## config.mk

```make
export PLATFORM = sky130hd
export DESIGN_NAME = tty_line_discipline
export DESIGN_NICKNAME = d
export VERILOG_FILES = /design/src/rtl/core/tld_pkg.sv /design/src/rtl/core/tty_line_discipline.sv /design/src/rtl/core/tld_ram.sv /design/src/rtl/core/tld_line.sv /design/src/rtl/core/tld_resq.sv
export SDC_FILE = /design/constraint.sdc
export NUM_CORES = 2
export LEC_CHECK = 0
export BUFFER_PORTS_ARGS = -buffer_cell sky130_fd_sc_hd__buf_4
export CAP_MARGIN = 20
export CORE_AREA = 2 2 378 380
export CTS_BUF_LIST = sky130_fd_sc_hd__clkbuf_2 sky130_fd_sc_hd__clkbuf_4 sky130_fd_sc_hd__clkbuf_8
export DETAILED_ROUTE_END_ITERATION = 12
export DIE_AREA = 0 0 380 382
export GPL_ROUTABILITY_DRIVEN = 0
export GPL_TIMING_DRIVEN = 0
export PLACE_DENSITY = 0.82
export RECOVER_POWER = 25
export SLEW_MARGIN = 20
export SYNTH_ARGS = -nofsm -noshare
export SYNTH_HDL_FRONTEND = slang
export SYNTH_SLANG_ARGS = --single-unit
```

## constraint.sdc

```tcl
create_clock -name clk -period 7.1 [get_ports clk]
set_clock_uncertainty 0.05 [all_clocks]
set_input_delay 1.42 -clock clk [delete_from_list [all_inputs] [get_ports clk]]
set_output_delay 1.42 -clock clk [all_outputs]
set_load 0.02 [all_outputs]
```

## src/rtl/core/tld_pkg.sv

```systemverilog
`timescale 1ns / 1ps
// Shared types, codes and sizes of the tty line discipline.
// Depends on nothing; the other RTL files but tld_ram refer to it by scoped names, and the testbench imports it.
package tld_pkg;

    localparam int FIFO_DEPTH = 256;
    localparam int PTR_W      = $clog2(FIFO_DEPTH);
    localparam int FILL_W     = $clog2(FIFO_DEPTH + 1);

    localparam int QDEPTH = 4;
    localparam int QPTR_W = $clog2(QDEPTH);
    localparam int QCNT_W = $clog2(QDEPTH + 1);

    localparam logic [1:0] MODE_KEY   = 2'd0;
    localparam logic [1:0] MODE_REQ   = 2'd1;
    localparam logic [1:0] MODE_DRAIN = 2'd2;

    localparam logic [1:0] KIND_STORE = 2'd0;
    localparam logic [1:0] KIND_ERASE = 2'd1;
    localparam logic [1:0] KIND_DONE  = 2'd2;
    localparam logic [1:0] KIND_ACK   = 2'd3;

    localparam logic [7:0] CH_SPACE     = 8'd32;
    localparam logic [7:0] CH_TILDE     = 8'd126;
    localparam logic [7:0] CH_BACKSPACE = 8'd8;
    localparam logic [7:0] CH_NEWLINE   = 8'd10;

    typedef struct packed {
        logic [1:0]  kind;
        logic [7:0]  echo_char;
        logic [15:0] store_offset;
        logic [15:0] byte_count;
        logic        last;
    } result_t;

    // Up to two results produced in one cycle, first in order first.
    typedef struct packed {
        logic [1:0] count;
        result_t    first;
        result_t    second;
    } line_res_t;

    function automatic logic is_printable(input logic [7:0] ch);
        is_printable = (ch >= CH_SPACE) && (ch <= CH_TILDE);
    endfunction

endpackage

```

## src/rtl/core/tty_line_discipline.sv

```systemverilog
`timescale 1ns / 1ps
// Top level of the keyboard line discipline: key FIFO control, read sequencing, ports.
// Depends on tld_pkg, tld_ram, tld_line and tld_resq.

// Keys, read requests and drain commands arrive as transfers on the s_axis side, with
// the command in tuser. A key transfer writes its byte into a 256-entry ring FIFO held
// in a synchronous RAM, or is dropped silently when the FIFO is full; it gives no
// result. A read request queues one acknowledge that carries the requested count. A
// drain of a non-empty FIFO reads the RAM in ST_IDLE; in ST_POP it sees the registered
// byte and queues none, one or two results (a store or erase echo, possibly followed
// by a line completion), and no new item is taken in ST_POP. So keys and requests are
// taken at one item per cycle while the result queue has room. Results leave through a
// four-entry queue on the m_axis side, one transfer per cycle while m_axis_tready is
// high, with tlast marking the final result of an item; new items are taken while
// earlier results wait there, as long as two slots are free.
module tty_line_discipline (
    input  logic        clk,
    input  logic        rst_n,

    input  logic        s_axis_tvalid,
    output logic        s_axis_tready,
    // tdata, low bit first: key_byte[7:0], read_count[23:8].
    input  logic [23:0] s_axis_tdata,
    // tuser: mode[1:0].
    input  logic [1:0]  s_axis_tuser,

    output logic        m_axis_tvalid,
    input  logic        m_axis_tready,
    // tdata, low bit first: echo_char[7:0], store_offset[23:8], byte_count[39:24].
    output logic [39:0] m_axis_tdata,
    // tuser: kind[1:0].
    output logic [1:0]  m_axis_tuser,
    output logic        m_axis_tlast
);

    localparam logic ST_IDLE = 1'b0;
    localparam logic ST_POP  = 1'b1;

    logic                        state_reg;
    logic                        state_next;
    logic [tld_pkg::PTR_W-1:0]   wp_reg;
    logic [tld_pkg::PTR_W-1:0]   wp_next;
    logic [tld_pkg::PTR_W-1:0]   rp_reg;
    logic [tld_pkg::PTR_W-1:0]   rp_next;
    logic [tld_pkg::FILL_W-1:0]  fill_reg;
    logic [tld_pkg::FILL_W-1:0]  fill_next;

    logic                        accept;
    logic [1:0]                  mode;
    logic [7:0]                  key_byte;
    logic [15:0]                 read_count;
    logic                        fifo_full;
    logic                        fifo_empty;
    logic                        do_push;
    logic                        do_read;
    logic [7:0]                  ram_rdata;
    logic                        q_room;
    logic                        q_valid;
    tld_pkg::result_t            q_head;
    tld_pkg::line_res_t          line_res;

    assign mode       = s_axis_tuser;
    assign key_byte   = s_axis_tdata[7:0];
    assign read_count = s_axis_tdata[23:8];

    // Items are taken only while no drain is in flight and the result queue can
    // absorb a worst-case burst.
    assign s_axis_tready = (state_reg == ST_IDLE) && q_room;
    assign accept        = s_axis_tvalid && s_axis_tready;

    assign fifo_full  = (fill_reg == tld_pkg::FILL_W'(tld_pkg::FIFO_DEPTH));
    assign fifo_empty = (fill_reg == '0);
    assign do_push    = accept && (mode == tld_pkg::MODE_KEY) && !fifo_full;
    assign do_read    = accept && (mode == tld_pkg::MODE_DRAIN) && !fifo_empty;

    always_comb
    begin
        wp_next    = wp_reg;
        rp_next    = rp_reg;
        fill_next  = fill_reg;
        state_next = state_reg;

        if (do_push)
        begin
            wp_next   = (wp_reg == tld_pkg::PTR_W'(tld_pkg::FIFO_DEPTH - 1))
                        ? '0 : wp_reg + tld_pkg::PTR_W'(1);
            fill_next = fill_reg + tld_pkg::FILL_W'(1);
        end

        case (state_reg)
            ST_IDLE:
            begin
                if (do_read)
                begin
                    rp_next    = (rp_reg == tld_pkg::PTR_W'(tld_pkg::FIFO_DEPTH - 1))
                                 ? '0 : rp_reg + tld_pkg::PTR_W'(1);
                    fill_next  = fill_reg - tld_pkg::FILL_W'(1);
                    state_next = ST_POP;
                end
            end
            ST_POP:
            begin
                // The popped byte is on the RAM output now; results are queued.
                state_next = ST_IDLE;
            end
            default:
            begin
                state_next = ST_IDLE;
            end
        endcase
    end

    always_ff @(posedge clk or negedge rst_n)
    begin
        if (!rst_n)
        begin
            state_reg <= ST_IDLE;
            wp_reg    <= '0;
            rp_reg    <= '0;
            fill_reg  <= '0;
        end
        else
        begin
            state_reg <= state_next;
            wp_reg    <= wp_next;
            rp_reg    <= rp_next;
            fill_reg  <= fill_next;
        end
    end

    // A write and a read never hit the same entry in one cycle: a read only
    // happens when the entry was filled in an earlier cycle.
    tld_ram #(
        .DATA_W (8),
        .DEPTH  (tld_pkg::FIFO_DEPTH)
    ) u_key_ram (
        .clk   (clk),
        .we    (do_push),
        .waddr (wp_reg),
        .wdata (key_byte),
        .re    (do_read),
        .raddr (rp_reg),
        .rdata (ram_rdata)
    );

    tld_line u_line (
        .clk       (clk),
        .rst_n     (rst_n),
        .arm       (accept && (mode == tld_pkg::MODE_REQ)),
        .arm_count (read_count),
        .pop_valid (state_reg == ST_POP),
        .pop_byte  (ram_rdata),
        .res       (line_res)
    );

    tld_resq u_resq (
        .clk   (clk),
        .rst_n (rst_n),
        .push  (line_res),
        .pop   (m_axis_tready),
        .room  (q_room),
        .valid (q_valid),
        .head  (q_head)
    );

    assign m_axis_tvalid = q_valid;
    assign m_axis_tdata  = {q_head.byte_count, q_head.store_offset, q_head.echo_char};
    assign m_axis_tuser  = q_head.kind;
    assign m_axis_tlast  = q_head.last;

    // The fill count never exceeds the FIFO depth.
    a_fill_bound: assert property (@(posedge clk) disable iff (!rst_n)
        fill_reg <= tld_pkg::FILL_W'(tld_pkg::FIFO_DEPTH))
        else $error("key FIFO fill count above depth");

    // An empty FIFO has matching pointers.
    a_empty_ptrs: assert property (@(posedge clk) disable iff (!rst_n)
        (fill_reg == '0) |-> (wp_reg == rp_reg))
        else $error("key FIFO empty with unequal pointers");

    // A drain's ST_POP state blocks new items and is followed by ST_IDLE.
    a_pop_one_cycle: assert property (@(posedge clk) disable iff (!rst_n)
        (state_reg == ST_POP) |-> (!s_axis_tready ##1 (state_reg == ST_IDLE)))
        else $error("drain sequencing broken");

    // Every drain that reads the RAM was accepted with a non-empty FIFO.
    a_pop_cause: assert property (@(posedge clk) disable iff (!rst_n)
        $rose(state_reg == ST_POP) |-> $past(do_read))
        else $error("RAM read without a drain");

endmodule

```

## src/rtl/core/tld_ram.sv

```systemverilog
`timescale 1ns / 1ps
// Generic simple dual-port RAM with a registered read port.
// Standalone; used as the key byte store.
module tld_ram #(
    parameter int DATA_W = 8,
    parameter int DEPTH  = 256,
    parameter int ADDR_W = $clog2(DEPTH)
) (
    input  logic              clk,
    input  logic              we,
    input  logic [ADDR_W-1:0] waddr,
    input  logic [DATA_W-1:0] wdata,
    input  logic              re,
    input  logic [ADDR_W-1:0] raddr,
    output logic [DATA_W-1:0] rdata
);

    logic [DATA_W-1:0] mem [DEPTH];

    always_ff @(posedge clk)
    begin
        if (we)
        begin
            mem[waddr] <= wdata;
        end
    end

    always_ff @(posedge clk)
    begin
        if (re)
        begin
            rdata <= mem[raddr];
        end
    end

endmodule

```

## src/rtl/core/tld_line.sv

```systemverilog
`timescale 1ns / 1ps
// Canonical read state: remaining and moved counts, and result generation.
// Depends on tld_pkg.
module tld_line (
    input  logic                clk,
    input  logic                rst_n,
    input  logic                arm,
    input  logic [15:0]         arm_count,
    input  logic                pop_valid,
    input  logic [7:0]          pop_byte,
    output tld_pkg::line_res_t  res
);

    logic [15:0] bytes_left_reg;
    logic [15:0] bytes_left_next;
    logic [15:0] bytes_moved_reg;
    logic [15:0] bytes_moved_next;

    always_comb
    begin
        tld_pkg::result_t r0;
        tld_pkg::result_t r1;
        logic [1:0]       n;
        logic [15:0]      l;
        logic [15:0]      m;

        r0 = '0;
        r1 = '0;
        n  = 2'd0;
        l  = bytes_left_reg;
        m  = bytes_moved_reg;

        if (arm)
        begin
            r0.kind       = tld_pkg::KIND_ACK;
            r0.byte_count = arm_count;
            r0.last       = 1'b1;
            n             = 2'd1;
            l             = arm_count;
            m             = 16'd0;
        end
        else if (pop_valid && (bytes_left_reg != 16'd0))
        begin
            if (tld_pkg::is_printable(pop_byte))
            begin
                r0.kind         = tld_pkg::KIND_STORE;
                r0.echo_char    = pop_byte;
                r0.store_offset = m;
                n               = 2'd1;
                m               = m + 16'd1;
                l               = l - 16'd1;
            end
            else if ((pop_byte == tld_pkg::CH_BACKSPACE) && (m != 16'd0))
            begin
                r0.kind      = tld_pkg::KIND_ERASE;
                r0.echo_char = pop_byte;
                n            = 2'd1;
                m            = m - 16'd1;
                l            = l + 16'd1;
            end

            // Newline or a used-up count closes the read.
            if ((pop_byte == tld_pkg::CH_NEWLINE) || (l == 16'd0))
            begin
                if (n == 2'd0)
                begin
                    r0.kind       = tld_pkg::KIND_DONE;
                    r0.echo_char  = tld_pkg::CH_NEWLINE;
                    r0.byte_count = m;
                end
                else
                begin
                    r1.kind       = tld_pkg::KIND_DONE;
                    r1.echo_char  = tld_pkg::CH_NEWLINE;
                    r1.byte_count = m;
                end
                n = n + 2'd1;
                l = 16'd0;
            end

            if (n == 2'd1)
            begin
                r0.last = 1'b1;
            end
            else if (n == 2'd2)
            begin
                r1.last = 1'b1;
            end
        end

        res.count        = n;
        res.first        = r0;
        res.second       = r1;
        bytes_left_next  = l;
        bytes_moved_next = m;
    end

    always_ff @(posedge clk or negedge rst_n)
    begin
        if (!rst_n)
        begin
            bytes_left_reg  <= 16'd0;
            bytes_moved_reg <= 16'd0;
        end
        else
        begin
            bytes_left_reg  <= bytes_left_next;
            bytes_moved_reg <= bytes_moved_next;
        end
    end

endmodule

```

## src/rtl/core/tld_resq.sv

```systemverilog
`timescale 1ns / 1ps
// Small result queue that takes up to two results a cycle and hands out one when popped.
// Depends on tld_pkg.
module tld_resq (
    input  logic               clk,
    input  logic               rst_n,
    input  tld_pkg::line_res_t push,
    input  logic               pop,
    output logic               room,
    output logic               valid,
    output tld_pkg::result_t   head
);

    tld_pkg::result_t entries [tld_pkg::QDEPTH];

    logic [tld_pkg::QPTR_W-1:0] wp_reg;
    logic [tld_pkg::QPTR_W-1:0] wp_next;
    logic [tld_pkg::QPTR_W-1:0] rp_reg;
    logic [tld_pkg::QPTR_W-1:0] rp_next;
    logic [tld_pkg::QCNT_W-1:0] count_reg;
    logic [tld_pkg::QCNT_W-1:0] count_next;
    logic                       do_pop;

    assign valid  = (count_reg != '0);
    assign head   = entries[rp_reg];
    assign do_pop = pop && valid;
    // Room for the largest burst a single item can cause.
    assign room   = (count_reg <= tld_pkg::QCNT_W'(tld_pkg::QDEPTH - 2));

    always_comb
    begin
        wp_next    = wp_reg + tld_pkg::QPTR_W'(push.count);
        rp_next    = rp_reg + tld_pkg::QPTR_W'(do_pop);
        count_next = count_reg + tld_pkg::QCNT_W'(push.count)
                     - tld_pkg::QCNT_W'(do_pop);
    end

    always_ff @(posedge clk)
    begin
        if (push.count != 2'd0)
        begin
            entries[wp_reg] <= push.first;
        end
        if (push.count == 2'd2)
        begin
            entries[wp_reg + tld_pkg::QPTR_W'(1)] <= push.second;
        end
    end

    always_ff @(posedge clk or negedge rst_n)
    begin
        if (!rst_n)
        begin
            wp_reg    <= '0;
            rp_reg    <= '0;
            count_reg <= '0;
        end
        else
        begin
            wp_reg    <= wp_next;
            rp_reg    <= rp_next;
            count_reg <= count_next;
        end
    end

endmodule

```

After elaboration in Yosys (flattened, before gate mapping)
Memories as Yosys holds them, arrays and structs flattened. A register that Yosys moved wholly into a read port is not among the register bits.
Index checks and enable logic that the tools add are counted.
- bits in registers: 65
- memory bits (writable): 2220
- output and inout port bits: 45
- memories kept: 2
- memory list (memory ; depth ; width ; read ports ; clocked after memory_dff ; write ports ; line ; source):
    u_key_ram.mem ; 256 ; 8 ; 1 ; 1 ; 1 ; tld_ram.sv:18 ; logic [DATA_W-1:0] mem [DEPTH];
    u_resq.entries ; 4 ; 43 ; 1 ; 0 ; 2 ; tld_resq.sv:14 ; tld_pkg::result_t entries [tld_pkg::QDEPTH];
- $add $sub $neg: 14
- $lt $le $gt $ge: 3
- eq/ne operators: 10
- multiplexer cells: 55
- bitwise logic cells: 1
- reductions and logical operators: 24
- operators with widths (operator ; count):
    $mux W16 ; 16
    $mux W10 ; 7
    $mux W17 ; 3
    $mux W43 ; 1
    $mux W9 ; 4
    $add A16 B1 Y16 const B ; 2
    $reduce_bool A16 Y1 ; 2
    $sub A16 B1 Y16 const B ; 2
    $mux W24 ; 1
    $mux W2 ; 9
    $add A8 B1 Y8 const B ; 2
    $eq A8 B4 Y1 const B ; 2
    $eq A8 B8 Y1 const B ; 2
    $logic_not A16 Y1 ; 1
    $mux W8 ; 2
    $logic_and A1 B1 Y1 ; 11
    $mux W1 ; 11
    $add A9 B1 Y9 const B ; 1
    $eq A9 B9 Y1 const B ; 1
    $logic_not A9 Y1 ; 1
    $sub A9 B1 Y9 const B ; 1
    $ge A8 B6 Y1 const B ; 1
    $le A8 B7 Y1 const B ; 1
    $eq A2 B2 Y1 const B ; 3
    15 further kinds ; 20

Depth between registers and ports, before layout
- depth after elaboration: 16
- gate-level depth with buffers: 23
- mapped depth without buffers: 19

By module
Synthesis repeated with hierarchy kept, for this count alone.
- cells, all modules: 4819
- area, all modules: 93358.3 µm²
- modules (own cells, without submodules) (module ; instances ; cells each ; area an instance (µm²) ; seq. area each (µm²)):
    tld_ram ; 1 ; 3733 ; 79636.4 ; 61739.2
    tld_resq ; 1 ; 458 ; 8777.2 ; 5340.1
    tld_line ; 1 ; 483 ; 3529.6 ; 800.8
    tty_line_discipline ; 1 ; 145 ; 1415.1 ; 650.6

Worst setup path after synthesis
OpenSTA, ideal clock, no wires.
- kind: register -> register
- start: register u_line.bytes_moved_reg[0]
- end: memory u_resq.entries[2][0] (netlist bit), enable pin
- arrival time: 5172 ps
- data required time: 6675 ps
- setup slack: 1503 ps
- cell stages (with the launch flop): 22
- buffers on the path: 4
- cell sequence: dfrtp_1 -> clkbuf_1 -> inv_1 -> ha_1 -> or4b_4 -> or4_1 -> buf_2 -> and3_4 -> a211oi_2 -> o211ai_1 -> or4b_4 -> nor3_4 -> nor2_2 -> inv_2 -> buf_4 -> ha_1 -> nor3b_1 -> nand2_1 -> nor2_1 -> nor2_1 -> clkbuf_1 -> inv_1
- RTL lines (item ; line ; source):
    start: declaration ; tld_line.sv:16 ; logic [15:0] bytes_moved_reg;
    start signal: assignment ; tld_line.sv:108 ; bytes_moved_reg <= bytes_moved_next;
    end: declaration ; tld_resq.sv:14 ;

Final worst setup path
- start: input s_axis_tdata[5]
- end: memory u_key_ram.mem[2][5], data pin
- RTL lines (item ; line ; source):
    start: declaration ; tty_line_discipline.sv:23 ; input logic [23:0] s_axis_tdata,
    end: declaration ; tld_ram.sv:18 ;
No word-level cell before the write port.

==> metrics.cfg <==
[status]
status = complete, but fails checks
violations = max-capacitance violations, max-slew violations

[synthesis]
netlist_area_um2 = 90900
synth.area.mux_share = 0.177
syn_area_per_cell_um2 = 20.5
synth-seq-cells = 2293
yosysTopAreaCellShare = 0.705
synth_fa_ha_area_frac = 0.00270
synthSimpleGateAreaFrac = 0.0352
ys_warn_count = 0
synth_common_cells = 2136 x edfxtp_1, 713 x mux4_2, 300 x nor2_1
synth_top_family_by_area = multiplexers
async_reset_ff_frac = 0.0283
yosysSeqAreaShare = 0.743
ys.flop_type = edfxtp_1
synth_compound_area_frac = 0.0244
synth_xor_area_frac = 0.00385
ys_top_cells_by_area = edfxtp_1 71%, mux4_2 18%, dfxtp_1 2.0%
synth_top_cell_by_area = edfxtp_1
synthesis.nets = 4477
syn_inst = 4428
synth_edf_count = 2136
synth_most_common_cell = edfxtp_1
synth_cell_types = 81

[clock_network]
cts_resized = 0
cts_buffers = 363
cts_tree = built
clk_pin_slew_worst_paths_ns = 0.06
post_cts_buffers = 0
cts_hold_buf = 0
insertion_delay_ns = 1.09
clkSinkCount = 2293
clock-root-buffer = clkbuf_8
clockBufferDepth = 4
htree_levels = 5

[worst_setup_path]
crit_required_ns = 7.04
cp_top_family = buffers and inverters
worstSetupStartpoint = s_axis_tdata[5]
end_kind = register
worstSetupPathType = in -> reg
arrival_ns = 6.80
r2r_start = u_line.bytes_moved_reg[0]
critPathBufInv = 2
slowest_delay_ns = 3.97
slowest_stage = clkbuf_1
worstPathCellList = clkbuf_1 > clkbuf_1
cp_max_fo = 116
startpoint_type = primary input
critical_path.most_common_cell = clkbuf_1

[sta]
setup_violations = 0
slew_headroom = -3.11
tightest_slew_ns = 6.17
max_freq_mhz = 146
finalCriticalPeriod_ns = 6.86
final.period_utilization = 0.967
hold-worst-slack_ns = 0.402
fin_tns_setup_ns = 0
hold_violations = 0
rsz0062_at_grt = true
drv_slew = 1550

[grt]
grtUsageTotal = 0.366
grt_pass1_vias = 50800
grt_start_max_net_pins = 148
grt_first_pass_wirelength_mm = 369
antenna_found_initial = 12
overflow = 0

[power]
leakage_uw = 0.0316
ir_worst_vdd_mv = 0.290
p_per_area_nw_per_um2 = 352

[layout]
syn2layout_area_growth_pct = 11.6
reg.largest.list = u_key_ram.mem: 2048 flops, u_resq.entries: 172 flops
nNetsFinal = 4948
top_register = u_key_ram.mem
seq_area_um2 = 67600
num-fill-cells = 7685
instances_no_fill = 7073
multi_input_area_um2 = 22100
drive_above_1_share = 0.285
largest_reg_flops = 2048

[placed_design]
dpl.hpwl_mm = 168
placed_cells = 6419
port_buffers = 74

[die]
die_h_um = 382
core_um2 = 141000
dieArea_um2 = 145000
io_pins = 75
floorplan.initialDensity = 0.645
rows = 138
die_w_um = 380

[detailed_routing]
drc_errors = 0
drt_iter0_drc = 9411
vias = 52100
dr.pass1.iters = 6
post_drt_wl_per_cell_um = 37.3
routed_via_density = 7.36
ant_nets = 0
routed_wl_mm = 264

[worst_hold_path]
hp-start = u_resq.entries[3][20]
hold_path_class = reg -> reg

[flow_run]
drv_cap = 17

[per-layer routing]
metal	share of wire	routed length, um	track usage	vias up
met1	0.32	84100	0.476	26200
met4	0.071	18700	0.212	10
met5	0.00050	131	0	-
met3	0.15	40300	0.126	1086
met2	0.46	121000	0.547	5299
li1	-	-	-	19400
[layout by cell type (no fill, tap or decap), types with 11 or more instances in the layout]
cell       instances
nand2_1          184
diode_2           18
nand3_1           88
buf_1             24
ha_1              18
nand4_1           18
o21ai_0           72
clkbuf_8         369
clkbuf_4          93
and2_1            11
clkbuf_1         164
nor2_1           300
buf_4             66
inv_1             26
buf_2             47
xnor2_1           25
xor2_1            15
a21oi_1           66
a22oi_1           18
edfxtp_1        2136
nor3_1            17
and3_1            22
a32o_1            42
o22ai_1           61
clkbuf_2          66
dfxtp_1           92
dfrtp_1           65
clkinv_1         101
bufinv_16         15
clkinv_2          46
mux4_2           713
buf_16            13
[through the flow]
step | utilization | worst slack [ns] | total power, uW | cell area (um2)
after floorplan | - | 1.50 | 20800 | 90900
after detailed placement | 0.672 | 0.113 | 24500 | 94700
after global routing | 0.720 | -0.0413 | 36300 | 101000
final | 0.720 | 0.237 | 35700 | 101000
after CTS | 0.721 | 0.0878 | 35400 | 102000
after global placement | 0.666 | -0.215 | 24200 | 93900
[final timing paths]
check                                            endpoint  slack [ns]  cells after the start
worst max register to register      u_resq.entries[1][12]        0.26                     21
worst min-delay path                u_resq.entries[3][20]        0.40                      2
worst max-delay path                  u_key_ram.mem[2][5]        0.24                      2
worst min register to register      u_resq.entries[3][20]        0.40                      2
max in group asynchronous                       wp_reg[2]        2.73                      1
min in group asynchronous       u_line.bytes_left_reg[10]        1.77                      1
[layout make-up]
type,instances,share of cell area
inverter,30,0.00118
sequential,2293,0.666
timing repair buffer,104,0.0102
timing repair inverter,2,0.000148
multi-input combinational,1817,0.218
clock inverter,169,0.0111
clock buffer,462,0.0569
buffer,288,0.0123
antenna,18,0.000444
tap,1890,0.0233
[power by group]
| group | internal (uW) | total (uW) | switching [uW] |
|---|---|---|---|
| combinational | 3800 | 9520 | 5720 |
| clock | 5860 | 11000 | 5180 |
| sequential | 15000 | 15100 | 169 |
[kinds of logic after synthesis]
family	count (synthesis)
AND/OR/NAND/NOR	709
multiplexers	716
adder cells (fa/ha/maj)	19
XOR/XNOR	40
buffers and inverters	318
AO/OA/AOI/OAI	333
flip-flops	2293
Power figures use the tool's default switching activity.
